File: config.mk
export PLATFORM = sky130hd
export DESIGN_NAME = magnet_grab_hold_throw_ctrl
export DESIGN_NICKNAME = d
export VERILOG_FILES = /design/src/design/mghtc_pkg.sv /design/src/design/mghtc_cfg_regs.sv /design/src/design/mghtc_chan_update.sv /design/src/design/magnet_grab_hold_throw_ctrl.sv
export SDC_FILE = /design/constraint.sdc
export NUM_CORES = 1
export LEC_CHECK = 0
export BUFFER_PORTS_ARGS = -buffer_cell sky130_fd_sc_hd__buf_2
export CORE_UTILIZATION = 55
export CTS_CLUSTER_DIAMETER = 50
export DETAILED_ROUTE_END_ITERATION = 7
export GPL_TIMING_DRIVEN = 0
export PLACE_DENSITY = 0.73
export RECOVER_POWER = 100
export SLEW_MARGIN = 20
export SYNTH_ARGS = -nofsm -noshare
export SYNTH_HDL_FRONTEND = slang
export SYNTH_SLANG_ARGS = --single-unit
File: constraint.sdc
create_clock -name i_clk -period 7.8 [get_ports i_clk]
set_input_delay 0 -clock i_clk [delete_from_list [all_inputs] [get_ports i_clk]]
set_output_delay 0 -clock i_clk [all_outputs]
set_load 0.01 [all_outputs]
File: src/design/mghtc_pkg.sv
// ----------------------------------------------------------------------------
// mghtc_pkg
// Types, codes and constants of the magnet grab/hold/throw controller.
// ----------------------------------------------------------------------------
`default_nettype none

package mghtc_pkg;

    // command codes
    localparam logic [3:0] CMD_POLL     = 4'd0;
    localparam logic [3:0] CMD_DUTY     = 4'd1;
    localparam logic [3:0] CMD_CATCH    = 4'd2;
    localparam logic [3:0] CMD_HOLD     = 4'd3;
    localparam logic [3:0] CMD_THROW    = 4'd4;
    localparam logic [3:0] CMD_DISARM   = 4'd5;
    localparam logic [3:0] CMD_RESET    = 4'd6;
    localparam logic [3:0] CMD_REFRESH  = 4'd7;
    localparam logic [3:0] CMD_LENGTHEN = 4'd8;
    localparam logic [3:0] CMD_SHORTEN  = 4'd9;
    localparam logic [3:0] CMD_FACTORY  = 4'd10;

    // channel modes
    localparam logic [2:0] M_OFF   = 3'd0;
    localparam logic [2:0] M_ARMED = 3'd1;
    localparam logic [2:0] M_GRAB  = 3'd2;
    localparam logic [2:0] M_PULSE = 3'd3;
    localparam logic [2:0] M_HOLD  = 3'd4;
    localparam logic [2:0] M_DROP  = 3'd5;

    // configuration register indexes
    localparam logic [2:0] CFG_GRAB_POWER   = 3'd0;
    localparam logic [2:0] CFG_DEFAULT_HOLD = 3'd1;
    localparam logic [2:0] CFG_DROP_CH0     = 3'd2;
    localparam logic [2:0] CFG_DROP_CH1     = 3'd3;
    localparam logic [2:0] CFG_PULSE_TICKS  = 3'd4;
    localparam logic [2:0] CFG_THROW_ALLOW  = 3'd5;
    localparam logic [2:0] CFG_AUTO_LEARN   = 3'd6;

    localparam logic [7:0] LEARN_RST_CH0    = 8'd22;
    localparam logic [7:0] LEARN_RST_OTHER  = 8'd32;
    localparam logic [7:0] PULSE_BALL_LIMIT = 8'd5;
    localparam logic [7:0] HOLD_SEC_MAX     = 8'd2;
    localparam logic [7:0] TICKS_ONE_SEC    = 8'd250;
    localparam logic [7:0] TICKS_MAX        = 8'd255;

    typedef struct packed {
        logic [3:0] command;
        logic       channel;
        logic       ball_present;
        logic [7:0] hold_seconds;
    } t_in_item;

    typedef struct packed {
        logic       coil_on;
        logic [2:0] mode;
        logic       busy_res;
        logic [7:0] learned_delay;
    } t_out_item;

    typedef struct packed {
        logic [7:0] grab_power_ticks;
        logic [7:0] default_hold_ticks;
        logic [7:0] drop_ticks_ch0;
        logic [7:0] drop_ticks_ch1;
        logic [7:0] throw_pulse_ticks;
        logic       throw_allowed;
        logic       auto_learn;
    } t_cfg;

    typedef struct packed {
        logic [2:0] mode;
        logic [7:0] power_count;
        logic [7:0] hold_count;
        logic       throw_armed;
        logic       coil_level;
        logic [7:0] learned;
    } t_chan;

    function automatic logic is_busy(input logic [2:0] mode);
        return (mode >= M_GRAB) && (mode <= M_DROP);
    endfunction

endpackage

`default_nettype wire

File: src/design/mghtc_cfg_regs.sv
// ----------------------------------------------------------------------------
// mghtc_cfg_regs
// Configuration register file, written one register per transfer.
// ----------------------------------------------------------------------------
`default_nettype none

module mghtc_cfg_regs (
    input  wire logic             i_clk,
    input  wire logic             i_rst_n,
    input  wire logic             i_wr_en,
    input  wire logic [2:0]       i_wr_index,
    input  wire logic [7:0]       i_wr_data,
    output mghtc_pkg::t_cfg       o_cfg
);
    import mghtc_pkg::*;

    t_cfg r_cfg;

    always_ff @(posedge i_clk) begin
        if (!i_rst_n) begin
            r_cfg.grab_power_ticks   <= 8'd128;
            r_cfg.default_hold_ticks <= 8'd128;
            r_cfg.drop_ticks_ch0     <= 8'd64;
            r_cfg.drop_ticks_ch1     <= 8'd49;
            r_cfg.throw_pulse_ticks  <= 8'd8;
            r_cfg.throw_allowed      <= 1'b1;
            r_cfg.auto_learn         <= 1'b1;
        end else if (i_wr_en) begin
            case (i_wr_index)
                CFG_GRAB_POWER:   r_cfg.grab_power_ticks   <= i_wr_data;
                CFG_DEFAULT_HOLD: r_cfg.default_hold_ticks <= i_wr_data;
                CFG_DROP_CH0:     r_cfg.drop_ticks_ch0     <= i_wr_data;
                CFG_DROP_CH1:     r_cfg.drop_ticks_ch1     <= i_wr_data;
                CFG_PULSE_TICKS:  r_cfg.throw_pulse_ticks  <= i_wr_data;
                CFG_THROW_ALLOW:  r_cfg.throw_allowed      <= i_wr_data[0];
                CFG_AUTO_LEARN:   r_cfg.auto_learn         <= i_wr_data[0];
                default: ;
            endcase
        end
    end

    assign o_cfg = r_cfg;

endmodule

`default_nettype wire

File: src/design/mghtc_chan_update.sv
// ----------------------------------------------------------------------------
// mghtc_chan_update
// Next state of the addressed channel for the channel-local commands.
// ----------------------------------------------------------------------------
`default_nettype none

module mghtc_chan_update (
    input  wire logic [3:0]       i_cmd,
    input  wire logic             i_ball,
    input  wire logic [7:0]       i_secs,
    input  wire logic             i_is_ch0,
    input  wire mghtc_pkg::t_cfg  i_cfg,
    input  wire mghtc_pkg::t_chan i_chan,
    output mghtc_pkg::t_chan      o_chan
);
    import mghtc_pkg::*;

    logic [7:0] pc_dec;
    logic [7:0] hc_dec;
    logic [7:0] hc_inc;
    logic [8:0] drop_sum;
    logic [7:0] drop_sat;
    logic [7:0] secs_ticks;

    assign pc_dec   = i_chan.power_count - 8'd1;
    assign hc_dec   = i_chan.hold_count - 8'd1;
    assign hc_inc   = i_ball ? (i_chan.hold_count + 8'd1) : i_chan.hold_count;
    assign drop_sum = {1'b0, (i_is_ch0 ? i_cfg.drop_ticks_ch0 : i_cfg.drop_ticks_ch1)}
                    + {1'b0, i_chan.learned};
    assign drop_sat = drop_sum[8] ? TICKS_MAX : drop_sum[7:0];

    always_comb begin
        if (i_secs >= HOLD_SEC_MAX) begin
            secs_ticks = TICKS_MAX;
        end else if (i_secs == 8'd1) begin
            secs_ticks = TICKS_ONE_SEC;
        end else begin
            secs_ticks = 8'd0;
        end
    end

    always_comb begin
        o_chan = i_chan;
        case (i_cmd)
            CMD_POLL: begin
                if (i_chan.mode == M_ARMED && i_ball) begin
                    o_chan.coil_level  = 1'b1;
                    o_chan.mode        = M_GRAB;
                    o_chan.power_count = i_cfg.grab_power_ticks;
                end
            end
            CMD_DUTY: begin
                case (i_chan.mode)
                    M_GRAB: begin
                        o_chan.power_count = pc_dec;
                        if (pc_dec == 8'd0) begin
                            if (!i_ball) begin
                                o_chan.coil_level  = 1'b0;
                                o_chan.throw_armed = 1'b0;
                                o_chan.mode        = M_OFF;
                            end else if (i_chan.throw_armed) begin
                                o_chan.throw_armed = 1'b0;
                                o_chan.hold_count  = drop_sat;
                                o_chan.coil_level  = 1'b0;
                                o_chan.mode        = M_DROP;
                            end else begin
                                o_chan.mode = M_HOLD;
                            end
                        end
                    end
                    M_PULSE: begin
                        o_chan.hold_count  = hc_inc;
                        o_chan.power_count = pc_dec;
                        if (pc_dec == 8'd0 || hc_inc > PULSE_BALL_LIMIT) begin
                            o_chan.coil_level = 1'b0;
                            o_chan.mode       = M_OFF;
                        end
                    end
                    M_HOLD: begin
                        o_chan.hold_count = hc_dec;
                        if (hc_dec == 8'd0) begin
                            o_chan.mode = M_OFF;
                        end else begin
                            o_chan.coil_level = hc_dec[0];
                        end
                    end
                    M_DROP: begin
                        o_chan.hold_count = hc_dec;
                        if (hc_dec == 8'd0) begin
                            o_chan.power_count = i_cfg.throw_pulse_ticks;
                            o_chan.coil_level  = 1'b1;
                            o_chan.mode        = M_PULSE;
                        end
                    end
                    default: begin
                        o_chan.coil_level = 1'b0;
                    end
                endcase
            end
            CMD_CATCH: begin
                o_chan.hold_count = i_cfg.default_hold_ticks;
                o_chan.mode       = M_ARMED;
            end
            CMD_HOLD: begin
                o_chan.hold_count = secs_ticks;
                o_chan.mode       = M_ARMED;
            end
            CMD_THROW: begin
                if (i_cfg.throw_allowed) begin
                    o_chan.throw_armed = 1'b1;
                    o_chan.mode        = M_ARMED;
                end
            end
            CMD_DISARM: begin
                if (!is_busy(i_chan.mode)) begin
                    o_chan.mode = M_OFF;
                end
            end
            CMD_LENGTHEN: begin
                if (i_cfg.auto_learn && i_chan.learned != TICKS_MAX) begin
                    o_chan.learned = i_chan.learned + 8'd1;
                end
            end
            CMD_SHORTEN: begin
                if (i_cfg.auto_learn && i_chan.learned != 8'd0) begin
                    o_chan.learned = i_chan.learned - 8'd1;
                end
            end
            default: ;
        endcase
    end

endmodule

`default_nettype wire

File: src/design/magnet_grab_hold_throw_ctrl.sv
// ----------------------------------------------------------------------------
// magnet_grab_hold_throw_ctrl
// Result path: input register, then result register; an output stall holds the command in the input register.
// Throughput: one command per cycle while the output is not stalled; channel state is registered when a command fires.
// Reset (sync, active low) restores register defaults and all channel state.
// ----------------------------------------------------------------------------
`default_nettype none

module magnet_grab_hold_throw_ctrl #(
    parameter int NUM_CHANNELS = 2
) (
    input  wire logic             i_clk,
    input  wire logic             i_rst_n,
    input  wire logic             i_in_valid,
    output logic                  o_in_stall,
    input  wire mghtc_pkg::t_in_item i_in_data,
    output logic                  o_out_valid,
    input  wire logic             i_out_stall,
    output mghtc_pkg::t_out_item  o_out_data,
    input  wire logic             i_cfg_valid,
    output logic                  o_cfg_ready,
    input  wire logic [2:0]       i_cfg_index,
    input  wire logic [7:0]       i_cfg_data
);
    import mghtc_pkg::*;

    localparam int CH_W = (NUM_CHANNELS > 1) ? $clog2(NUM_CHANNELS) : 1;

    t_cfg      cfg;
    t_in_item  r_in;
    logic      r_in_valid;
    t_out_item r_out;
    logic      r_out_valid;
    t_out_item n_out;
    t_chan     r_chan [NUM_CHANNELS];
    t_chan     n_chan [NUM_CHANNELS];
    t_chan     cur_chan;
    t_chan     upd_chan;
    logic      fire;
    logic      in_accept;
    logic      in_range;
    logic [CH_W-1:0] sel;

    assign o_cfg_ready = 1'b1;

    mghtc_cfg_regs u_cfg (
        .i_clk      (i_clk),
        .i_rst_n    (i_rst_n),
        .i_wr_en    (i_cfg_valid),
        .i_wr_index (i_cfg_index),
        .i_wr_data  (i_cfg_data),
        .o_cfg      (cfg)
    );

    assign fire       = r_in_valid && (!r_out_valid || !i_out_stall);
    assign o_in_stall = r_in_valid && !fire;
    assign in_accept  = i_in_valid && !o_in_stall;
    assign in_range   = int'(r_in.channel) < NUM_CHANNELS;
    assign sel        = CH_W'(r_in.channel);
    assign cur_chan   = r_chan[sel];

    mghtc_chan_update u_upd (
        .i_cmd    (r_in.command),
        .i_ball   (r_in.ball_present),
        .i_secs   (r_in.hold_seconds),
        .i_is_ch0 (r_in.channel == 1'b0),
        .i_cfg    (cfg),
        .i_chan   (cur_chan),
        .o_chan   (upd_chan)
    );

    always_comb begin
        for (int i = 0; i < NUM_CHANNELS; i++) begin
            n_chan[i] = r_chan[i];
            if (in_range) begin
                if (CH_W'(i) == sel) begin
                    n_chan[i] = upd_chan;
                end
                case (r_in.command)
                    CMD_RESET: begin
                        n_chan[i].mode        = M_OFF;
                        n_chan[i].power_count = 8'd0;
                        n_chan[i].hold_count  = 8'd0;
                        n_chan[i].throw_armed = 1'b0;
                    end
                    CMD_REFRESH: begin
                        n_chan[i].hold_count = cfg.default_hold_ticks;
                    end
                    CMD_FACTORY: begin
                        n_chan[i].learned = (i == 0) ? LEARN_RST_CH0 : LEARN_RST_OTHER;
                    end
                    default: ;
                endcase
            end
        end
    end

    always_comb begin
        n_out = '0;
        if (in_range) begin
            n_out.coil_on       = n_chan[sel].coil_level;
            n_out.mode          = n_chan[sel].mode;
            n_out.busy_res      = is_busy(n_chan[sel].mode);
            n_out.learned_delay = n_chan[sel].learned;
        end
    end

    always_ff @(posedge i_clk) begin
        if (!i_rst_n) begin
            for (int i = 0; i < NUM_CHANNELS; i++) begin
                r_chan[i].mode        <= M_OFF;
                r_chan[i].power_count <= 8'd0;
                r_chan[i].hold_count  <= 8'd0;
                r_chan[i].throw_armed <= 1'b0;
                r_chan[i].coil_level  <= 1'b0;
                r_chan[i].learned     <= (i == 0) ? LEARN_RST_CH0 : LEARN_RST_OTHER;
            end
        end else if (fire) begin
            for (int i = 0; i < NUM_CHANNELS; i++) begin
                r_chan[i] <= n_chan[i];
            end
        end
    end

    always_ff @(posedge i_clk) begin
        if (!i_rst_n) begin
            r_in_valid  <= 1'b0;
            r_out_valid <= 1'b0;
        end else begin
            r_in_valid <= in_accept || (r_in_valid && !fire);
            if (fire) begin
                r_out_valid <= 1'b1;
            end else if (!i_out_stall) begin
                r_out_valid <= 1'b0;
            end
        end
    end

    always_ff @(posedge i_clk) begin
        if (in_accept) begin
            r_in <= i_in_data;
        end
        if (fire) begin
            r_out <= n_out;
        end
    end

    assign o_out_valid = r_out_valid;
    assign o_out_data  = r_out;

endmodule

`default_nettype wire

# Yosys cells after proc, flatten, opt, wreduce, memory -nomap -nowiden

Memory sizes are Yosys's and may differ from the RTL's. A register that Yosys moved wholly into a read port is not among the register bits.
Cells that the tools add are included.

Register bits: 71
RAM bits: 58
Bits of input ports: 30
Logic and storage cells: 146
Memories kept: 1

Memory list:

| memory | words | bits a word | rd ports | clocked after memory_dff | write ports | RTL line                          | RTL |
|---|---|---|---|---|---|---|---|
| r_chan | 2     | 29          | 3        | 1                        | 2           | magnet_grab_hold_throw_ctrl.sv:35 | `t_chan r_chan [NUM_CHANNELS];` |

Add/subtract/negate cells: 6
Magnitude comparators: 7
Equal/unequal tests: 24
Muxes and demuxes: 58
Bitwise logic cells: 3
Reduce and logical (&&, ||, !) cells: 30

Operators by type and width:

| kind                                                                   | number |
|---|---|
| 29-bit 2-to-1 mux                                                      | 7 |
| 8-bit 2-to-1 mux                                                       | 10 |
| 8-bit one-hot mux with 2 select lines                                  | 5 |
| 8-bit one-hot mux with 3 select lines                                  | 2 |
| 11-bit 2-to-1 mux                                                      | 4 |
| 8-bit by 1-bit subtractor with 8-bit output (second input constant)    | 3 |
| 10-bit 2-to-1 mux                                                      | 2 |
| 3-bit 2-to-1 mux                                                       | 6 |
| 8-bit by 1-bit adder with 8-bit output (second input constant)         | 2 |
| 4-bit by 3-bit equality test with 1-bit output (second input constant) | 4 |
| 8-bit zero test                                                        | 2 |
| 1-bit 2-to-1 mux                                                       | 16 |
| 3-bit equality test (second input constant)                            | 5 |
| 3-bit one-hot mux with 5 select lines                                  | 1 |
| 2-bit AND reduction                                                    | 7 |
| 3-bit by 2-bit equality test with 1-bit output (second input constant) | 4 |
| 4-bit equality test (second input constant)                            | 3 |
| 3-bit one-hot mux with 4 select lines                                  | 1 |
| 8-bit by 8-bit adder with 9-bit output                                 | 1 |
| 4-bit by 2-bit equality test with 1-bit output (second input constant) | 2 |
| 8-bit by 1-bit equality test with 1-bit output (second input constant) | 1 |
| 8-bit by 2-bit >= comparator with 1-bit output (second input constant) | 1 |
| 8-bit by 3-bit > comparator with 1-bit output (second input constant)  | 1 |
| 1-bit logical AND                                                      | 8 |
| other kinds (18)                                                       | 30 |

# Depth between registers and ports, before layout

Depth after elaboration: 15
Mapped depth: 18
Mapped depth without buffers: 13

# By module

From an unflattened synthesis, not the netlist that was laid out.

Cells, all modules: 887
Area, all modules: 8936.1 µm²

By module, submodules not included:

| module                      | times used | cells an instance | area each (µm²) | seq. area each (µm²) |
|---|---|---|---|---|
| magnet_grab_hold_throw_ctrl | 1          | 294               | 4301.6          | 2612.5 |
| mghtc_chan_update           | 1          | 434               | 2996.6          | 0.0 |
| mghtc_cfg_regs              | 1          | 159               | 1637.8          | 840.8 |

# Least setup slack after synthesis

OpenSTA, ideal clock, no wires.

Kind: register -> register
Start point: register with a tool-made name
End point: memory r_chan[1][18] (netlist bit), data pin
Data arrival time: 3.923 ns
Path slack: 3.621 ns
Cell stages (with the launch flop): 16
Buffers on the path: 6
Clock period less this slack: 4.179 ns
Cells stage by stage: dfxtp_1 -> buf_6 -> buf_8 -> buf_4 -> buf_6 -> buf_2 -> buf_4 -> mux2i_1 -> ha_1 -> o221ai_1 -> or3_1 -> a2111oi_4 -> and2_4 -> a31oi_1 -> a2111o_1 -> o211a_1

RTL lines:

| item             | RTL line |
|---|---|
| end: declaration | magnet_grab_hold_throw_ctrl.sv:35 |

==> results.sh <==
export IMPL_status="complete, but fails checks"
export IMPL_violations="capacitance limit, slew limit"
export IMPL_start_util_pct=57.2
export IMPL_final_nets=1136
export IMPL_synth_common_cells="nand2_1, edfxtp_1, nor2_1, a21oi_1, o21ai_0"
export IMPL_tightest_slew_ps=3100
export IMPL_htreeDepth=4
export IMPL_post_cts_buffers=0
export IMPL_vias=8565
export IMPL_fin_skew_ps=10.9
export IMPL_root_buffer="clkbuf_16"
export IMPL_post_synth_top_area_cell="edfxtp_1"
export IMPL_yosysSeqAreaShare_pct=39.3
export IMPL_place_congestion=0.960
export IMPL_rsz0062_at_grt="no"
export IMPL_layout_cells_non_filler=1311
export IMPL_grt_ovfl_total=0
export IMPL_crit_chain="clkbuf_1 > buf_8 > buf_4 > buf_6 > clkbuf_1 > buf_4 > mux2i_1 > ha_1 > o221ai_1 > or3_1 > a2111oi_4 > and2_0 > a31oi_1 > a2111oi_0 > nor2_1"
export IMPL_critPathKind="flip-flop to flip-flop"
export IMPL_path_max_fanout=10
export IMPL_finalMaxSlewViolations=66
export IMPL_drt_total_wl_mm=29.6
export IMPL_dp_hpwl_mm=20.9
export IMPL_yosysTopAreaCellShare_pct=29.1
export IMPL_hold_violations=0
export IMPL_crit_required_ps=7970
export IMPL_diodes=0
export IMPL_synth_area_sq_um=8790
export IMPL_crit_path_max_incr_delay_ps=680
export IMPL_die_h_um=128
export IMPL_via_per_inst=6.53
export IMPL_grt_first_pass_wirelength_mm=45.5
export IMPL_syn_nets=1047
export IMPL_worstSkewPairLatency_ps=440
export IMPL_max_clock_path_buffers=2
export IMPL_critPathTopFamily="buffers and inverters"
export IMPL_cts_clk_slew_worst_paths_ps=70
export IMPL_start_kind="flip-flop"
export IMPL_hold_class="primary input to flip-flop"
export IMPL_cts_tree="yes"
export IMPL_antenna_found_initial=1
export IMPL_fp_dieW_um=128
export IMPL_drtAntennaViolNets=0
export IMPL_fmax_mhz=148
export IMPL_numCtsBuffers=17
export IMPL_p_per_area_nw_per_um2=199
export IMPL_holdWs_ps=15.7
export IMPL_worstPathArrival_ps=6930
export IMPL_crit_slowest_cell="mux2i_1"
export IMPL_clock_sinks=130
export IMPL_final_fill_count=1315
export IMPL_relSlewSlack_pct=-109
export IMPL_async_flop_share_pct=0
export IMPL_fp_row_count=45
export IMPL_vdd_drop_max_uv=220
export IMPL_synthTopCellsByArea="edfxtp_1, dfxtp_1, nand2_1, mux2i_1, a21boi_0"
export IMPL_yosysWarnings=0
export IMPL_post_route_period_util_pct=86.6
export IMPL_synth_cell_type_count=88
export IMPL_synth_edf_count=85
export IMPL_dr_pass1_iters=5
export IMPL_dpl_cell_count=1253
export IMPL_syn_area_per_cell_sq_um=8.80
export IMPL_p_leak_nw=3.59
export IMPL_synth_most_common_cell="nand2_1"
export IMPL_drv_cap=2
export IMPL_area_growth_pct=14.2
export IMPL_io_pins=46
export IMPL_endpoint_kind="flip-flop"
export IMPL_finalSetupViolCount=0
export IMPL_seqCellArea_sq_um=3450
export IMPL_grt_pass1_vias=7978
export IMPL_drt_iter0_drc=1066
export IMPL_power_w=0.00199
export IMPL_gr_usage_all_layers_pct=37.2
export IMPL_grt_max_degree=50
export IMPL_period_minus_slack_ps=6760
export IMPL_ys_flop_type="edfxtp_1"
export IMPL_fin_tns_setup_ps=0
export IMPL_io_buffer_count=43
export IMPL_final_core_util_pct=65.3
export IMPL_dieArea_sq_um=16500
export IMPL_synthCells=998
export IMPL_multiInputGateArea_sq_um=4930
export IMPL_worst_path_buf_inv=6
export IMPL_wl_per_cell_um=22.6
export IMPL_ys_ff_latch=130
export IMPL_coreArea_sq_um=15400
export IMPL_route_detailed_drc=0
export IMPL_drive_above_1_share_pct=9.45
cell type report:
type	instances	share of cell area (%)
clock inverter	15	1.43
timing repair buffer	70	4.56
buffer	55	2.44
multi-input combinational	781	49.1
clock buffer	17	4.24
tap	211	2.63
inverter	32	1.20
sequential	130	34.4
timing repair:
item | 4_1_cts | 5_1_grt
gates resized for setup | 0 | 0
hold buffers | 26 | 0
endpoints found under the hold margin | 59 | 0
tightest hold or removal path, delay by kind of cell:
family                 cells  cell delay, ps
AND/OR/NAND/NOR            3             230
buffers and inverters      1             120
multiplexers               1              80
layout by cell type, fill, tap and decap left out, types with 7 or more instances in the layout:
| cell type | synthesis | routed |
|---|---|---|
| xnor2_1 | 18 | 18 |
| nand2_1 | 166 | 166 |
| mux2_2 | 20 | 19 |
| nand3_1 | 30 | 31 |
| mux2i_1 | 36 | 36 |
| dlygate4sd3_1 | 0 | 26 |
| dfxtp_1 | 45 | 45 |
| ha_1 | 18 | 18 |
| buf_2 | 2 | 27 |
| o22ai_1 | 11 | 11 |
| clkbuf_1 | 39 | 59 |
| nor3b_1 | 11 | 11 |
| o31ai_1 | 15 | 15 |
| or3_1 | 10 | 10 |
| and2_1 | 10 | 8 |
| a21boi_0 | 43 | 44 |
| nor2b_1 | 15 | 15 |
| a31oi_1 | 14 | 14 |
| a221oi_1 | 11 | 11 |
| nor2_1 | 65 | 65 |
| or2_2 | 8 | 8 |
| inv_1 | 30 | 30 |
| o21a_1 | 7 | 7 |
| a21oi_1 | 61 | 61 |
| clkbuf_16 | 0 | 17 |
| nand2b_1 | 7 | 7 |
| edfxtp_1 | 85 | 85 |
| o21ai_0 | 48 | 50 |
| o211ai_1 | 8 | 8 |
| nor3_1 | 23 | 24 |
| xor2_1 | 7 | 7 |
| o221ai_1 | 7 | 7 |
stage by stage:
stage | area, sq um | worst slack (ps)
floorplan | 8790 | 3620
global placement | 9270 | 2070
detailed placement | 9310 | 2050
CTS | 10100 | 2050
global route | 10000 | 885
finish | 10000 | 1040
sequential cells by signal, summed over array words and instances, names as in the netlist, named ones only:
signal / flops
o_out_valid: 1
u_cfg.o_cfg: 42
r_chan: 58
o_out_data: 13
r_in_valid: 1
sel: 1
r_in: 13
kinds of logic after synthesis:
family	synth area share (%)
AO/OA/AOI/OAI	23.3
XOR/XNOR	2.49
adder cells (fa/ha/maj)	2.79
buffers and inverters	4.26
flip-flops	39.3
multiplexers	6.66
other	0.0427
AND/OR/NAND/NOR	21.1
where the power goes:
group | switching [W] | leakage, nW | internal, W
clock | 0.000360 | 0.275 | 0.000423
sequential | 0.0000321 | 1.23 | 0.000776
combinational | 0.000264 | 2.09 | 0.000140
total | 0.000656 | 3.59 | 0.00134
path summary, 6_finish.rpt:
check             startpoint         endpoint  slack [ps]  cells past startpoint
max                flip-flop    r_chan[0][18]        1040                     15
min reg2reg  u_cfg.o_cfg[17]  u_cfg.o_cfg[17]         460                      2
max reg2reg        flip-flop    r_chan[0][18]        1040                     15
min           i_cfg_index[1]   u_cfg.o_cfg[1]          20                      5
metal layers:
metal,up-vias,track usage (%),routed length (um)
li1,3891,-,-
met1,4051,51.6,12600
met2,544,55.1,12600
met3,79,10.0,3390
met4,0,14.7,1040
met5,-,0,0
Note: power is estimated with default switching activity, not from simulation.
